[src/bra_pkg.sv]
// ----------------------------------------------------------------------------
// bra_pkg
// Shared constants, register map and sequencer states of the best rational
// approximation block.
// ----------------------------------------------------------------------------
`default_nettype none

package bra_pkg;

    // numerator and denominator width
    localparam int COUNT_W = 17;

    localparam int FRACTION_BITS_DEF = 16;
    localparam int RATIO_WIDTH_DEF   = 32;

    localparam logic [COUNT_W-1:0] LIMIT_RESET = COUNT_W'(65536);

    // configuration port
    localparam int APB_ADDR_W  = 3;
    localparam int APB_DATA_W  = 32;
    localparam int REG_INDEX_W = APB_ADDR_W - 2;

    localparam logic [REG_INDEX_W-1:0] REG_LARGEST_COUNT = REG_INDEX_W'(0);

    typedef enum logic [3:0] {
        ST_IDLE,
        ST_DIV,
        ST_CHK,
        ST_MQ,
        ST_MP,
        ST_BRK,
        ST_KDIV,
        ST_SP,
        ST_SQ,
        ST_EA,
        ST_EB,
        ST_EC,
        ST_ED,
        ST_EE,
        ST_EF,
        ST_FIN
    } bra_state_t;

endpackage

`default_nettype wire

[src/bra_cfg.sv]
// ----------------------------------------------------------------------------
// bra_cfg
// Configuration register file: holds the count limit behind an APB port.
// ----------------------------------------------------------------------------
`default_nettype none

module bra_cfg (
    input  wire logic                          clk,
    input  wire logic                          rst_n,
    input  wire logic                          psel,
    input  wire logic                          penable,
    input  wire logic                          pwrite,
    input  wire logic [bra_pkg::APB_ADDR_W-1:0] paddr,
    input  wire logic [bra_pkg::APB_DATA_W-1:0] pwdata,
    output logic      [bra_pkg::APB_DATA_W-1:0] prdata,
    output logic                               pready,
    output logic      [bra_pkg::COUNT_W-1:0]    limit
);
    import bra_pkg::*;

    logic [COUNT_W-1:0]     limit_reg;
    logic [REG_INDEX_W-1:0] reg_index;
    logic                   wr_en;

    assign reg_index = paddr[APB_ADDR_W-1:2];
    assign pready    = 1'b1;
    assign wr_en     = psel && penable && pwrite && (reg_index == REG_LARGEST_COUNT);

    always_ff @(posedge clk or negedge rst_n)
    begin
        if (!rst_n)
        begin
            limit_reg <= LIMIT_RESET;
        end
        else if (wr_en)
        begin
            limit_reg <= pwdata[COUNT_W-1:0];
        end
    end

    always_comb
    begin
        if (reg_index == REG_LARGEST_COUNT)
        begin
            prdata = APB_DATA_W'(limit_reg);
        end
        else
        begin
            prdata = '0;
        end
    end

    assign limit = limit_reg;

endmodule

`default_nettype wire

[src/bra_div.sv]
// ----------------------------------------------------------------------------
// bra_div
// Restoring divider, one quotient bit per cycle.
// ----------------------------------------------------------------------------
`default_nettype none

module bra_div #(
    parameter int W = 31
) (
    input  wire logic         clk,
    input  wire logic         rst_n,
    input  wire logic         start,
    input  wire logic [W-1:0] dividend,
    input  wire logic [W-1:0] divisor,
    output logic      [W-1:0] quotient,
    output logic      [W-1:0] remainder,
    output logic              done
);
    localparam int CNT_W = $clog2(W + 1);

    logic [W-1:0]     rem_reg;
    logic [W-1:0]     quot_reg;
    logic [W-1:0]     den_reg;
    logic [CNT_W-1:0] cnt_reg;
    logic             busy_reg;
    logic             done_reg;

    logic [W:0]       partial;
    logic [W:0]       trial;
    logic             fits;

    // shift in the next dividend bit, then try a subtract
    assign partial = {rem_reg, quot_reg[W-1]};
    assign trial   = partial - {1'b0, den_reg};
    assign fits    = !trial[W];

    always_ff @(posedge clk or negedge rst_n)
    begin
        if (!rst_n)
        begin
            busy_reg <= 1'b0;
            done_reg <= 1'b0;
            cnt_reg  <= '0;
        end
        else
        begin
            done_reg <= 1'b0;
            if (start)
            begin
                busy_reg <= 1'b1;
                cnt_reg  <= CNT_W'(W);
            end
            else if (busy_reg)
            begin
                cnt_reg <= cnt_reg - CNT_W'(1);
                if (cnt_reg == CNT_W'(1))
                begin
                    busy_reg <= 1'b0;
                    done_reg <= 1'b1;
                end
            end
        end
    end

    always_ff @(posedge clk)
    begin
        if (start)
        begin
            rem_reg  <= '0;
            quot_reg <= dividend;
            den_reg  <= divisor;
        end
        else if (busy_reg)
        begin
            rem_reg  <= fits ? trial[W-1:0] : partial[W-1:0];
            quot_reg <= {quot_reg[W-2:0], fits};
        end
    end

    assign quotient  = quot_reg;
    assign remainder = rem_reg;
    assign done      = done_reg;

endmodule

`default_nettype wire

[src/bra_mac.sv]
// ----------------------------------------------------------------------------
// bra_mac
// Multiply-accumulate unit: narrow operand times a wide operand taken one
// chunk a cycle, most significant chunk first, plus an addend.
// ----------------------------------------------------------------------------
`default_nettype none

module bra_mac #(
    parameter int XW     = 17,
    parameter int CHUNKS = 3,
    parameter int ACC_W  = 68,
    parameter int CNT_W  = 2
) (
    input  wire logic                 clk,
    input  wire logic                 rst_n,
    input  wire logic                 start,
    input  wire logic [XW-1:0]        x,
    input  wire logic [CHUNKS*XW-1:0] y,
    input  wire logic [ACC_W-1:0]     addend,
    input  wire logic [CNT_W-1:0]     count,
    output logic      [ACC_W-1:0]     acc,
    output logic                      done
);
    localparam int YW = CHUNKS * XW;

    logic [XW-1:0]    x_reg;
    logic [YW-1:0]    y_reg;
    logic [ACC_W-1:0] addend_reg;
    logic [ACC_W-1:0] acc_reg;
    logic [CNT_W-1:0] cnt_reg;
    logic             first_reg;
    logic             busy_reg;
    logic             done_reg;

    logic [2*XW-1:0]  prod;
    logic [ACC_W-1:0] base;
    logic [ACC_W-1:0] acc_next;

    assign prod     = x_reg * y_reg[YW-1 -: XW];
    assign base     = first_reg ? addend_reg : (acc_reg << XW);
    assign acc_next = base + ACC_W'(prod);

    always_ff @(posedge clk or negedge rst_n)
    begin
        if (!rst_n)
        begin
            busy_reg <= 1'b0;
            done_reg <= 1'b0;
            cnt_reg  <= '0;
        end
        else
        begin
            done_reg <= 1'b0;
            if (start)
            begin
                busy_reg <= 1'b1;
                cnt_reg  <= count;
            end
            else if (busy_reg)
            begin
                cnt_reg <= cnt_reg - CNT_W'(1);
                if (cnt_reg == CNT_W'(1))
                begin
                    busy_reg <= 1'b0;
                    done_reg <= 1'b1;
                end
            end
        end
    end

    always_ff @(posedge clk)
    begin
        if (start)
        begin
            x_reg      <= x;
            y_reg      <= y;
            addend_reg <= addend;
            first_reg  <= 1'b1;
        end
        else if (busy_reg)
        begin
            acc_reg   <= acc_next;
            y_reg     <= y_reg << XW;
            first_reg <= 1'b0;
        end
    end

    assign acc  = acc_reg;
    assign done = done_reg;

endmodule

`default_nettype wire

[src/best_rational_approximation.sv]
// ----------------------------------------------------------------------------
// best_rational_approximation
// Best bounded fraction first_count / second_count for a fixed-point ratio.
// ----------------------------------------------------------------------------
// One request at a time. A nonpositive ratio goes from idle straight to the
// final state and into the output register. Otherwise each continued-fraction
// term costs one divide on the bit-serial DW-bit divider (DW = max(RATIO_WIDTH-1,
// FRACTION_BITS+1, 17)) plus a check state and two single-chunk multiply-adds.
// When the limit is reached after a first convergent, one more divide and eight
// multiply-adds on the shared unit (six of them over NEC = ceil((17+DW)/17)
// chunks) choose between the convergent and the semiconvergent. in_ready is
// high only while the block is idle; a finished result waits in the output
// register and the next request may be taken meanwhile.
`default_nettype none

module best_rational_approximation #(
    parameter int FRACTION_BITS = bra_pkg::FRACTION_BITS_DEF,
    parameter int RATIO_WIDTH   = bra_pkg::RATIO_WIDTH_DEF
) (
    input  wire logic                           clk,
    input  wire logic                           rst_n,
    input  wire logic                           in_valid,
    output logic                                in_ready,
    input  wire logic signed [RATIO_WIDTH-1:0]  ratio_value,
    output logic                                out_valid,
    input  wire logic                           out_ready,
    output logic                                found,
    output logic      [bra_pkg::COUNT_W-1:0]    first_count,
    output logic      [bra_pkg::COUNT_W-1:0]    second_count,
    input  wire logic                           psel,
    input  wire logic                           penable,
    input  wire logic                           pwrite,
    input  wire logic [bra_pkg::APB_ADDR_W-1:0] paddr,
    input  wire logic [bra_pkg::APB_DATA_W-1:0] pwdata,
    output logic      [bra_pkg::APB_DATA_W-1:0] prdata,
    output logic                                pready
);
    import bra_pkg::*;

    localparam int CW     = COUNT_W;
    localparam int DW_RAW = (RATIO_WIDTH - 1 > FRACTION_BITS + 1) ?
                            RATIO_WIDTH - 1 : FRACTION_BITS + 1;
    localparam int DW     = (DW_RAW > CW) ? DW_RAW : CW;
    localparam int PW     = CW + DW;
    localparam int NEC    = (PW + CW - 1) / CW;
    localparam int YW     = NEC * CW;
    localparam int AW     = (NEC + 1) * CW;
    localparam int MCW    = $clog2(NEC + 1);

    // configuration
    logic [CW-1:0] limit;

    bra_cfg u_cfg (
        .clk     (clk),
        .rst_n   (rst_n),
        .psel    (psel),
        .penable (penable),
        .pwrite  (pwrite),
        .paddr   (paddr),
        .pwdata  (pwdata),
        .prdata  (prdata),
        .pready  (pready),
        .limit   (limit)
    );

    // sequencer
    bra_state_t state_reg;
    bra_state_t state_next;
    logic       issue_reg;

    // datapath registers
    logic [DW-1:0] n_reg;
    logic [DW-1:0] d_reg;
    logic [DW-1:0] num_reg;
    logic [DW-1:0] den_reg;
    logic          invert_reg;
    logic          fail_reg;
    logic [CW-1:0] p0_reg;
    logic [CW-1:0] q0_reg;
    logic [CW-1:0] p1_reg;
    logic [CW-1:0] q1_reg;
    logic [CW-1:0] q2_reg;
    logic [CW-1:0] k_reg;
    logic [CW-1:0] sp_reg;
    logic [CW-1:0] sq_reg;
    logic [AW-1:0] tmp_reg;
    logic [PW-1:0] e1_reg;
    logic [PW-1:0] e2_reg;
    logic [CW-1:0] res_p_reg;
    logic [CW-1:0] res_q_reg;

    // output register
    logic          out_valid_reg;
    logic          out_valid_next;
    logic          found_reg;
    logic [CW-1:0] first_reg;
    logic [CW-1:0] second_reg;

    // shared units
    logic          div_start;
    logic [DW-1:0] div_dividend;
    logic [DW-1:0] div_divisor;
    logic [DW-1:0] div_quot;
    logic [DW-1:0] div_rem;
    logic          div_done;

    logic           mac_start;
    logic [CW-1:0]  mac_x;
    logic [YW-1:0]  mac_y;
    logic [AW-1:0]  mac_addend;
    logic [MCW-1:0] mac_count;
    logic [AW-1:0]  mac_acc;
    logic           mac_done;

    bra_div #(
        .W (DW)
    ) u_div (
        .clk       (clk),
        .rst_n     (rst_n),
        .start     (div_start),
        .dividend  (div_dividend),
        .divisor   (div_divisor),
        .quotient  (div_quot),
        .remainder (div_rem),
        .done      (div_done)
    );

    bra_mac #(
        .XW     (CW),
        .CHUNKS (NEC),
        .ACC_W  (AW),
        .CNT_W  (MCW)
    ) u_mac (
        .clk    (clk),
        .rst_n  (rst_n),
        .start  (mac_start),
        .x      (mac_x),
        .y      (mac_y),
        .addend (mac_addend),
        .count  (mac_count),
        .acc    (mac_acc),
        .done   (mac_done)
    );

    // request decode
    logic [DW-1:0] v_mag;
    logic [DW-1:0] one_dw;
    logic          nonpos;
    logic          accept;

    assign v_mag  = DW'(ratio_value[RATIO_WIDTH-2:0]);
    assign one_dw = DW'(1) << FRACTION_BITS;
    assign nonpos = ratio_value[RATIO_WIDTH-1] || (ratio_value == '0);
    assign accept = in_valid && in_ready;

    // error magnitudes from the two products held in tmp_reg and mac_acc
    logic [AW-1:0] err_abs;
    assign err_abs = (tmp_reg >= mac_acc) ? (tmp_reg - mac_acc) : (mac_acc - tmp_reg);

    // final fix-up
    logic [CW-1:0] p_fix;
    logic [CW-1:0] fin_first;
    logic [CW-1:0] fin_second;
    logic          fin_ok;
    logic          out_load;

    assign p_fix      = (res_p_reg == '0) ? CW'(1) : res_p_reg;
    assign fin_first  = invert_reg ? res_q_reg : p_fix;
    assign fin_second = invert_reg ? p_fix : res_q_reg;
    assign fin_ok     = !fail_reg && (fin_first <= limit) && (fin_second <= limit);
    assign out_load   = (state_reg == ST_FIN) && (!out_valid_reg || out_ready);

    // next state
    always_comb
    begin
        state_next = state_reg;
        unique case (state_reg)
            ST_IDLE:
            begin
                if (in_valid)
                begin
                    state_next = nonpos ? ST_FIN : ST_DIV;
                end
            end
            ST_DIV:
            begin
                if (div_done)
                begin
                    state_next = ST_CHK;
                end
            end
            ST_CHK:
            begin
                // a huge term ends the expansion before any multiply
                if ((q1_reg != '0) && (div_quot > DW'(limit)))
                begin
                    state_next = ST_BRK;
                end
                else
                begin
                    state_next = ST_MQ;
                end
            end
            ST_MQ:
            begin
                if (mac_done)
                begin
                    state_next = (mac_acc > AW'(limit)) ? ST_BRK : ST_MP;
                end
            end
            ST_MP:
            begin
                if (mac_done)
                begin
                    state_next = (div_rem == '0) ? ST_FIN : ST_DIV;
                end
            end
            ST_BRK:
            begin
                state_next = (q1_reg == '0) ? ST_FIN : ST_KDIV;
            end
            ST_KDIV:
            begin
                if (div_done)
                begin
                    state_next = ST_SP;
                end
            end
            ST_SP:   if (mac_done) state_next = ST_SQ;
            ST_SQ:   if (mac_done) state_next = ST_EA;
            ST_EA:   if (mac_done) state_next = ST_EB;
            ST_EB:   if (mac_done) state_next = ST_EC;
            ST_EC:   if (mac_done) state_next = ST_ED;
            ST_ED:   if (mac_done) state_next = ST_EE;
            ST_EE:   if (mac_done) state_next = ST_EF;
            ST_EF:   if (mac_done) state_next = ST_FIN;
            ST_FIN:
            begin
                if (!out_valid_reg || out_ready)
                begin
                    state_next = ST_IDLE;
                end
            end
            default: state_next = ST_IDLE;
        endcase
    end

    // unit controls
    always_comb
    begin
        in_ready     = 1'b0;
        div_start    = 1'b0;
        div_dividend = num_reg;
        div_divisor  = den_reg;
        mac_start    = 1'b0;
        mac_x        = '0;
        mac_y        = '0;
        mac_addend   = '0;
        mac_count    = MCW'(NEC);
        unique case (state_reg)
            ST_IDLE:
            begin
                in_ready = 1'b1;
            end
            ST_DIV:
            begin
                div_start = issue_reg;
            end
            ST_KDIV:
            begin
                div_start    = issue_reg;
                div_dividend = DW'(limit - q0_reg);
                div_divisor  = DW'(q1_reg);
            end
            ST_MQ:
            begin
                mac_start  = issue_reg;
                mac_x      = div_quot[CW-1:0];
                mac_y      = {q1_reg, {(YW - CW){1'b0}}};
                mac_addend = AW'(q0_reg);
                mac_count  = MCW'(1);
            end
            ST_MP:
            begin
                mac_start  = issue_reg;
                mac_x      = div_quot[CW-1:0];
                mac_y      = {p1_reg, {(YW - CW){1'b0}}};
                mac_addend = AW'(p0_reg);
                mac_count  = MCW'(1);
            end
            ST_SP:
            begin
                mac_start  = issue_reg;
                mac_x      = k_reg;
                mac_y      = {p1_reg, {(YW - CW){1'b0}}};
                mac_addend = AW'(p0_reg);
                mac_count  = MCW'(1);
            end
            ST_SQ:
            begin
                mac_start  = issue_reg;
                mac_x      = k_reg;
                mac_y      = {q1_reg, {(YW - CW){1'b0}}};
                mac_addend = AW'(q0_reg);
                mac_count  = MCW'(1);
            end
            ST_EA:
            begin
                mac_start = issue_reg;
                mac_x     = sp_reg;
                mac_y     = YW'(d_reg);
            end
            ST_EB:
            begin
                mac_start = issue_reg;
                mac_x     = sq_reg;
                mac_y     = YW'(n_reg);
            end
            ST_EC:
            begin
                mac_start = issue_reg;
                mac_x     = p1_reg;
                mac_y     = YW'(d_reg);
            end
            ST_ED:
            begin
                mac_start = issue_reg;
                mac_x     = q1_reg;
                mac_y     = YW'(n_reg);
            end
            ST_EE:
            begin
                mac_start = issue_reg;
                mac_x     = q1_reg;
                mac_y     = YW'(e1_reg);
            end
            ST_EF:
            begin
                mac_start = issue_reg;
                mac_x     = sq_reg;
                mac_y     = YW'(e2_reg);
            end
            default:
            begin
                in_ready = 1'b0;
            end
        endcase
    end

    always_comb
    begin
        out_valid_next = out_valid_reg;
        if (out_load)
        begin
            out_valid_next = 1'b1;
        end
        else if (out_ready)
        begin
            out_valid_next = 1'b0;
        end
    end

    always_ff @(posedge clk or negedge rst_n)
    begin
        if (!rst_n)
        begin
            state_reg     <= ST_IDLE;
            issue_reg     <= 1'b0;
            out_valid_reg <= 1'b0;
        end
        else
        begin
            state_reg     <= state_next;
            issue_reg     <= (state_next != state_reg);
            out_valid_reg <= out_valid_next;
        end
    end

    always_ff @(posedge clk)
    begin
        unique case (state_reg)
            ST_IDLE:
            begin
                if (accept)
                begin
                    invert_reg <= (v_mag > one_dw);
                    fail_reg   <= nonpos;
                    n_reg      <= (v_mag > one_dw) ? one_dw : v_mag;
                    d_reg      <= (v_mag > one_dw) ? v_mag : one_dw;
                    num_reg    <= (v_mag > one_dw) ? one_dw : v_mag;
                    den_reg    <= (v_mag > one_dw) ? v_mag : one_dw;
                    p0_reg     <= '0;
                    q0_reg     <= CW'(1);
                    p1_reg     <= CW'(1);
                    q1_reg     <= '0;
                end
            end
            ST_MQ:
            begin
                if (mac_done)
                begin
                    q2_reg <= mac_acc[CW-1:0];
                end
            end
            ST_MP:
            begin
                if (mac_done)
                begin
                    p0_reg    <= p1_reg;
                    q0_reg    <= q1_reg;
                    p1_reg    <= mac_acc[CW-1:0];
                    q1_reg    <= q2_reg;
                    num_reg   <= den_reg;
                    den_reg   <= div_rem;
                    res_p_reg <= mac_acc[CW-1:0];
                    res_q_reg <= q2_reg;
                end
            end
            ST_BRK:
            begin
                // no convergent fits: fall back to the seed fraction
                res_p_reg <= p0_reg;
                res_q_reg <= q0_reg;
            end
            ST_KDIV:
            begin
                if (div_done)
                begin
                    k_reg <= div_quot[CW-1:0];
                end
            end
            ST_SP:
            begin
                if (mac_done)
                begin
                    sp_reg <= mac_acc[CW-1:0];
                end
            end
            ST_SQ:
            begin
                if (mac_done)
                begin
                    sq_reg <= mac_acc[CW-1:0];
                end
            end
            ST_EA, ST_EC, ST_EE:
            begin
                if (mac_done)
                begin
                    tmp_reg <= mac_acc;
                end
            end
            ST_EB:
            begin
                if (mac_done)
                begin
                    e1_reg <= err_abs[PW-1:0];
                end
            end
            ST_ED:
            begin
                if (mac_done)
                begin
                    e2_reg <= err_abs[PW-1:0];
                end
            end
            ST_EF:
            begin
                if (mac_done)
                begin
                    // semiconvergent wins a tie
                    if (tmp_reg <= mac_acc)
                    begin
                        res_p_reg <= sp_reg;
                        res_q_reg <= sq_reg;
                    end
                    else
                    begin
                        res_p_reg <= p1_reg;
                        res_q_reg <= q1_reg;
                    end
                end
            end
            ST_FIN:
            begin
                if (out_load)
                begin
                    found_reg  <= fin_ok;
                    first_reg  <= fin_ok ? fin_first : '0;
                    second_reg <= fin_ok ? fin_second : '0;
                end
            end
            default:
            begin
                tmp_reg <= tmp_reg;
            end
        endcase
    end

    assign out_valid    = out_valid_reg;
    assign found        = found_reg;
    assign first_count  = first_reg;
    assign second_count = second_reg;

endmodule

`default_nettype wire

[config.mk]
export PLATFORM = sky130hd
export DESIGN_NAME = best_rational_approximation
export DESIGN_NICKNAME = d
export VERILOG_FILES = /design/src/bra_pkg.sv /design/src/bra_cfg.sv /design/src/bra_div.sv /design/src/bra_mac.sv /design/src/best_rational_approximation.sv
export SDC_FILE = /design/constraint.sdc
export NUM_CORES = 2
export LEC_CHECK = 0
export BUFFER_PORTS_ARGS = -buffer_cell sky130_fd_sc_hd__buf_2
export CAP_MARGIN = 5
export CORE_MARGIN = 3
export CORE_UTILIZATION = 55
export CTS_CLUSTER_SIZE = 24
export DETAILED_ROUTE_END_ITERATION = 8
export HOLD_SLACK_MARGIN = 0.12
export PLACE_DENSITY = 0.7
export SYNTH_ARGS = -nofsm -noshare
export SYNTH_HDL_FRONTEND = slang
export SYNTH_HIERARCHICAL = 1
export SYNTH_SLANG_ARGS = --single-unit
[constraint.sdc]
create_clock -name clk -period 12.45 [get_ports clk]
set_input_delay 2.49 -clock clk [delete_from_list [all_inputs] [get_ports clk]]
set_output_delay 2.49 -clock clk [all_outputs]
set_load 0.02 [all_outputs]
After elaboration in Yosys (flattened, before gate mapping)
Cells that the tools add are included.

operators by class
  $add $sub $neg = 7
  $mul = 1
  div/mod/pow operators = 0
  $lt $le $gt $ge = 7
  equal/unequal tests = 21
  shift-type cells = 0
  muxes and demuxes = 82
  bitwise operators = 2
  reductions and logical operators = 48

operators by type and width
  cell                                        number
  two-way mux 31 bit                          10
  case mux 51 bit (6 select lines)            1
  two-way mux 17 bit                          15
  case mux 17 bit (2 select lines)            5
  case mux 31 bit (2 select lines)            2
  two-way mux 51 bit                          2
  case mux 17 bit (3 select lines)            2
  case mux 17 bit (6 select lines)            1
  subtractor 48 bit                           2
  adder 68 x 34 -> 68 bit                     1
  greater-or-equal comparator 68 bit          1
  > comparator 68 x 17 -> 1 bit               1
  less-or-equal comparator 68 bit             1
  two-way mux 4 bit                           17
  two-way mux 68 bit                          1
  case mux 4 bit (16 select lines)            1
  two-way mux 48 bit                          1
  less-or-equal comparator 17 bit             2
  logical NOT 17 bit                          2
  multiplier 17 x 17 -> 34 bit                1
  equality test 4 bit, second input constant  8
  logical NOT 32 bit                          1
  subtractor 32 x 31 -> 32 bit                1
  > comparator 31 x 17 -> 1 bit               1
  31 further kinds                            88

storage, ports and cells
  register bits after elaboration = 827
  latch bits = 0
  memory bits (writable) = 0
  bits in read-only memories = 0
  input bits = 74
  output and inout port bits = 70
  memories kept = 0

Logic depth before layout (Yosys ltp)
  word-level depth = 6
  mapped depth = 29
  depth with buffers taken out = 22

Hierarchy
Netlist, hierarchy kept.

by module, submodules not included
  module                       instances  cells an instance  area an instance (um^2)
  best_rational_approximation  1          2,714              29,547.1
  bra_mac                      1          1,758              19,322.3
  bra_div                      1          570                5,740.5
  bra_cfg                      1          72                 937.1

Least setup slack after synthesis
Ideal clock, no wire load.

  kind = reg2reg
  start point = reg state_reg[1]
  end point = reg u_mac.acc_reg[0], in the netlist u_mac/acc[0], enable pin
  data arrival time = 6,786 ps
  data required time = 11,902 ps
  setup slack = 5,117 ps
  stages on the path, launching flop included = 9
  path buffers = 5
  period minus slack after synthesis = 7,333 ps
  cells stage by stage = dfrtp_1 clkbuf_1 clkbuf_1 clkbuf_1 o21ai_0 a21oi_1 clkbuf_1 clkbuf_1 nor2_1

between the ends
  longest elaborated chain between the ends = 5
  elaborated cells on any way between the ends = 14
  those cells by class = 10 x eq/ne; 1 x mux; 1 x bitwise; 2 x reduce/logical

RTL lines
  what                                               line                                text
  from (decl)                                        best_rational_approximation.sv:67   bra_state_t state_reg;
  from (signal assigned)                             best_rational_approximation.sv:373  state_reg <= state_next;
  equality test 4 bit, or another cell as far along  best_rational_approximation.sv:260  unique case (state_reg)
  OR reduction 10 bit (no line) (*)                  n/a
  two-way mux 1 bit (*)                              best_rational_approximation.sv:260
  net mac_start                                      best_rational_approximation.sv:107  logic mac_start;
  inverter 1 bit (no line) (*)                       n/a
  AND reduction 2 bit (no line) (*)                  n/a
  to (signal assigned)                               bra_mac.sv:82                       acc_reg <= acc_next;
  to (decl)                                          bra_mac.sv:29                       logic [ACC_W-1:0] acc_reg;

Mark *: on every way through the listed nets, which the timed path passes. The rest lies on a longest branch.
A chain may end at the register's enable or synchronous reset.

Final worst setup path
  start point = reg u_mac.y_reg[37]
  end point = reg u_mac.acc_reg[45], in the netlist u_mac/acc[45], data pin

between the ends
  longest elaborated chain between the ends = 2

RTL lines
  what                          line           text
  from (decl)                   bra_mac.sv:27  logic [YW-1:0] y_reg;
  from (signal assigned)        bra_mac.sv:76  y_reg <= y;
  from (signal assigned)        bra_mac.sv:83  y_reg <= y_reg << XW;
  multiplier 17 x 17 -> 34 bit  bra_mac.sv:39  assign prod = x_reg * y_reg[YW-1 -: XW];
  adder 68 x 34 -> 68 bit       bra_mac.sv:41  assign acc_next = base + ACC_W'(prod);
  net u_mac.acc_next[45]        bra_mac.sv:37  logic [ACC_W-1:0] acc_next;

The timed path passes the listed nets, and every way through them passes these cells.

==> metrics <==
initial antenna violation count 7; fin nets 5834; synth unique cells 105; worst skew pair latency 0.68 ns; Final Setup Violations 0; final WL 162000 um; Hold Path Origin u_mac/acc[55]; share of cells above drive strength 1 10.7%; port buffer count 110; number of global-route vias before repair 39300; DRT Pass-1 Iters 8; Final Skew 0.0681 ns; first-pass GRT wire length 246000 um; WS Path Type reg -> reg; crit-path max FO 17; DP Cell Count 6348; hold endpoint tmp_reg[55]; CTS buffer count 89; Fin. Hold Viols 0; register area share after synthesis 43.8%; hold depth 0; R2R Setup Slk 5.05 ns; DR vias/cell 6.21; Ys Warns 6; syn_area_per_cell 10.9 um^2; worst slew pin tran 1.35 ns; Antenna Violating Nets Remaining 0; most frequently used flop master after synthesis edfxtp_1; CP Capture Type flop; RR Startpoint u_mac/y_reg[37]; Critical Path Start Type flop; Top Ports 144; DIE WIDTH 324 um; CTS H-tree depth 3; largest net degree at the start of global routing 146; Worst EP arrival 7.81 ns; final cell count without fillers 6516; Async S/R FF share, synth 4.11%; P&R area growth vs syn 8.35%; Tmin final 7.40 ns; number of remaining DRC errors 0; RSZ-0062 raised after global routing no; Slew headroom 9.98%; Req. time, crit path 12.85 ns; RR Endpoint u_mac/acc[45]; gpl congestion 0.966; # Max-Cap Violations 0; DR iter-0 viols 4399; Setup Buffers After CTS 0; post-detailed-route wirelength per cell 24.9 um; Slew Limit Fails 0; Total GRT Usage 31.2%; Longest Clk Path Bufs 3; CTS root buffer clkbuf_16; part of the cycle the worst path needs 59.5%; Initial Util 55.9%; CTS tree built; setup TNS 0 ns; clk sink count 827; EDFF count, synth 761; core region area 0.0993 mm^2; num rows 115; post-DP HPWL 118000 um; GR Overflow Total 0; clock transition at the registers of the reported paths 0.07 ns; DIE AREA 0.105 mm^2; FMAX 135 MHz; Die Ht 324 um; CTS Hold Buffers Added 0; Reg2Reg Depth 19; post-cts sizing count 0; Min-Delay Path Class reg -> reg; #FFs+latches synth 827; Mapped Area 0.0555 mm^2; Syn Inst Count 5114; status complete, no violations; vias post-DR 40400
## Yosys cell counts (19+ instances only)
| cell | instances | area, um^2 |
|---|---|---|
| a21o_1 | 80 | 601 |
| mux2i_1 | 64 | 641 |
| nor4_1 | 63 | 394 |
| edfxtp_1 | 761 | 22900 |
| xnor2_1 | 100 | 876 |
| nand2_1 | 492 | 1850 |
| buf_4 | 27 | 203 |
| dfrtp_1 | 33 | 826 |
| buf_2 | 21 | 105 |
| clkbuf_1 | 213 | 800 |
| mux2_2 | 185 | 2080 |
| nand3_1 | 44 | 220 |
| nand4_1 | 75 | 469 |
| a311oi_1 | 24 | 210 |
| ha_1 | 346 | 4330 |
| a221o_1 | 19 | 190 |
| o21a_1 | 27 | 203 |
| a22oi_1 | 136 | 1020 |
| o21bai_1 | 47 | 353 |
| o21ai_0 | 189 | 946 |
| nor2_1 | 207 | 777 |
| a21oi_1 | 272 | 1360 |
| and2_1 | 272 | 1700 |
| inv_1 | 537 | 2020 |
| fa_1 | 262 | 5250 |
| xor2_1 | 50 | 438 |
| nand2b_1 | 28 | 175 |
| nor3_1 | 42 | 210 |
| a22o_1 | 24 | 210 |
| nor2b_1 | 85 | 532 |
| a31oi_1 | 20 | 125 |
| dfxtp_1 | 32 | 641 |
## critical path: stages (launching register included)
cell       delay, ns
edfxtp_1        0.92
nand2_1         0.17
fa_1            0.53
fa_1            0.51
fa_1            0.51
inv_1           0.06
fa_1            0.50
fa_1            0.50
inv_1           0.05
fa_1            0.49
inv_1           0.05
ha_1            0.39
a21oi_1         0.34
o21ai_0         0.29
a2111oi_2       0.51
nor3_1          0.11
o21ai_2         0.37
a21bo_2         0.52
nor3_1          0.13
xnor2_1         0.16
## final cells by class
cell class                      count  area [um^2]
Fill cell                        8148        39100
Multi-Input combinational cell   3541        28400
Sequential cell                   827        24300
Clock buffer                      116         2370
Inverter                          537         2020
Tap cell                         1287         1610
Timing Repair Buffer              156          908
Clock inverter                     49          562
Antenna cell                        3         7.51
## cell usage in the layout (no fill, tap or decap), types with 19 or more instances in the layout
cell         n
a21o_1      79
a21oi_1    271
a221o_1     19
a22o_1      24
a22oi_1    136
a311oi_1    24
a31oi_1     20
and2_1     271
buf_2      110
buf_4       45
clkbuf_1    25
clkbuf_16   91
clkinv_1    20
conb_1      82
dfrtp_1     32
dfxtp_1     31
edfxtp_1   761
fa_1       262
ha_1       346
inv_1      537
mux2_2     185
mux2i_1     64
nand2_1    490
nand2b_1    28
nand3_1     44
nand4_1     75
nor2_1     197
nor2b_1     85
nor3_1      38
nor4_1      63
o21a_1      27
o21ai_0    188
o21bai_1    47
xnor2_1    100
xor2_1      49
## per-stage QoR
| stage | hold slack [ns] | cell area, um^2 | utilization, % | setup WS, ns |
|---|---|---|---|---|
| finish | 0.485 | 60200 | 60.6 | 5.05 |
| global route | 0.504 | 60200 | 60.6 | 4.72 |
| CTS | 0.486 | 60200 | 60.6 | 5.15 |
| detailed placement | 0.471 | 57200 | 57.7 | 5.20 |
| global placement | 0.467 | 57200 | 57.7 | 5.31 |
| floorplan | 0.450 | 55800 | - | 5.12 |
## worst max-delay path by stage
stage,from,end,slack (ns),cells after the start
global placement,u_mac/y_reg[42],u_mac/acc[63],5.31,21
global route,u_mac/y_reg[37],u_mac/acc[63],4.72,19
CTS,u_mac/y_reg[37],u_mac/acc[60],5.15,17
detailed placement,u_mac/y_reg[37],u_mac/acc[60],5.20,17
finish,u_mac/y_reg[37],u_mac/acc[45],5.05,19
floorplan,state_reg[1],u_mac/acc[0],5.12,8
## layer usage
| metal | GRT usage, % | part of all wire [%] | up-vias |
|---|---|---|---|
| met5 | 0 | 0 | - |
| li1 | - | - | 18100 |
| met2 | 48.5 | 45 | 2022 |
| met1 | 43.6 | 41 | 19900 |
| met4 | 14.5 | 5.2 | 0 |
| met3 | 4.36 | 8.5 | 401 |
## cells by family (layout without fill, tap and decap cells)
kind of cell,count (synthesis),count (layout),synth area share [%]
XOR/XNOR,151,151,2.39
buffers and inverters,824,858,5.90
adder cells (fa/ha/maj),608,608,17.2
other,4,85,0.0270
AO/OA/AOI/OAI,1026,1026,12.5
AND/OR/NAND/NOR,1415,1415,12.9
multiplexers,259,259,5.17
flip-flops,827,827,43.8
Power is left out: the tool's default activity adds up to more than one toggle a clock period on the data nets, which glitch-free logic cannot reach.
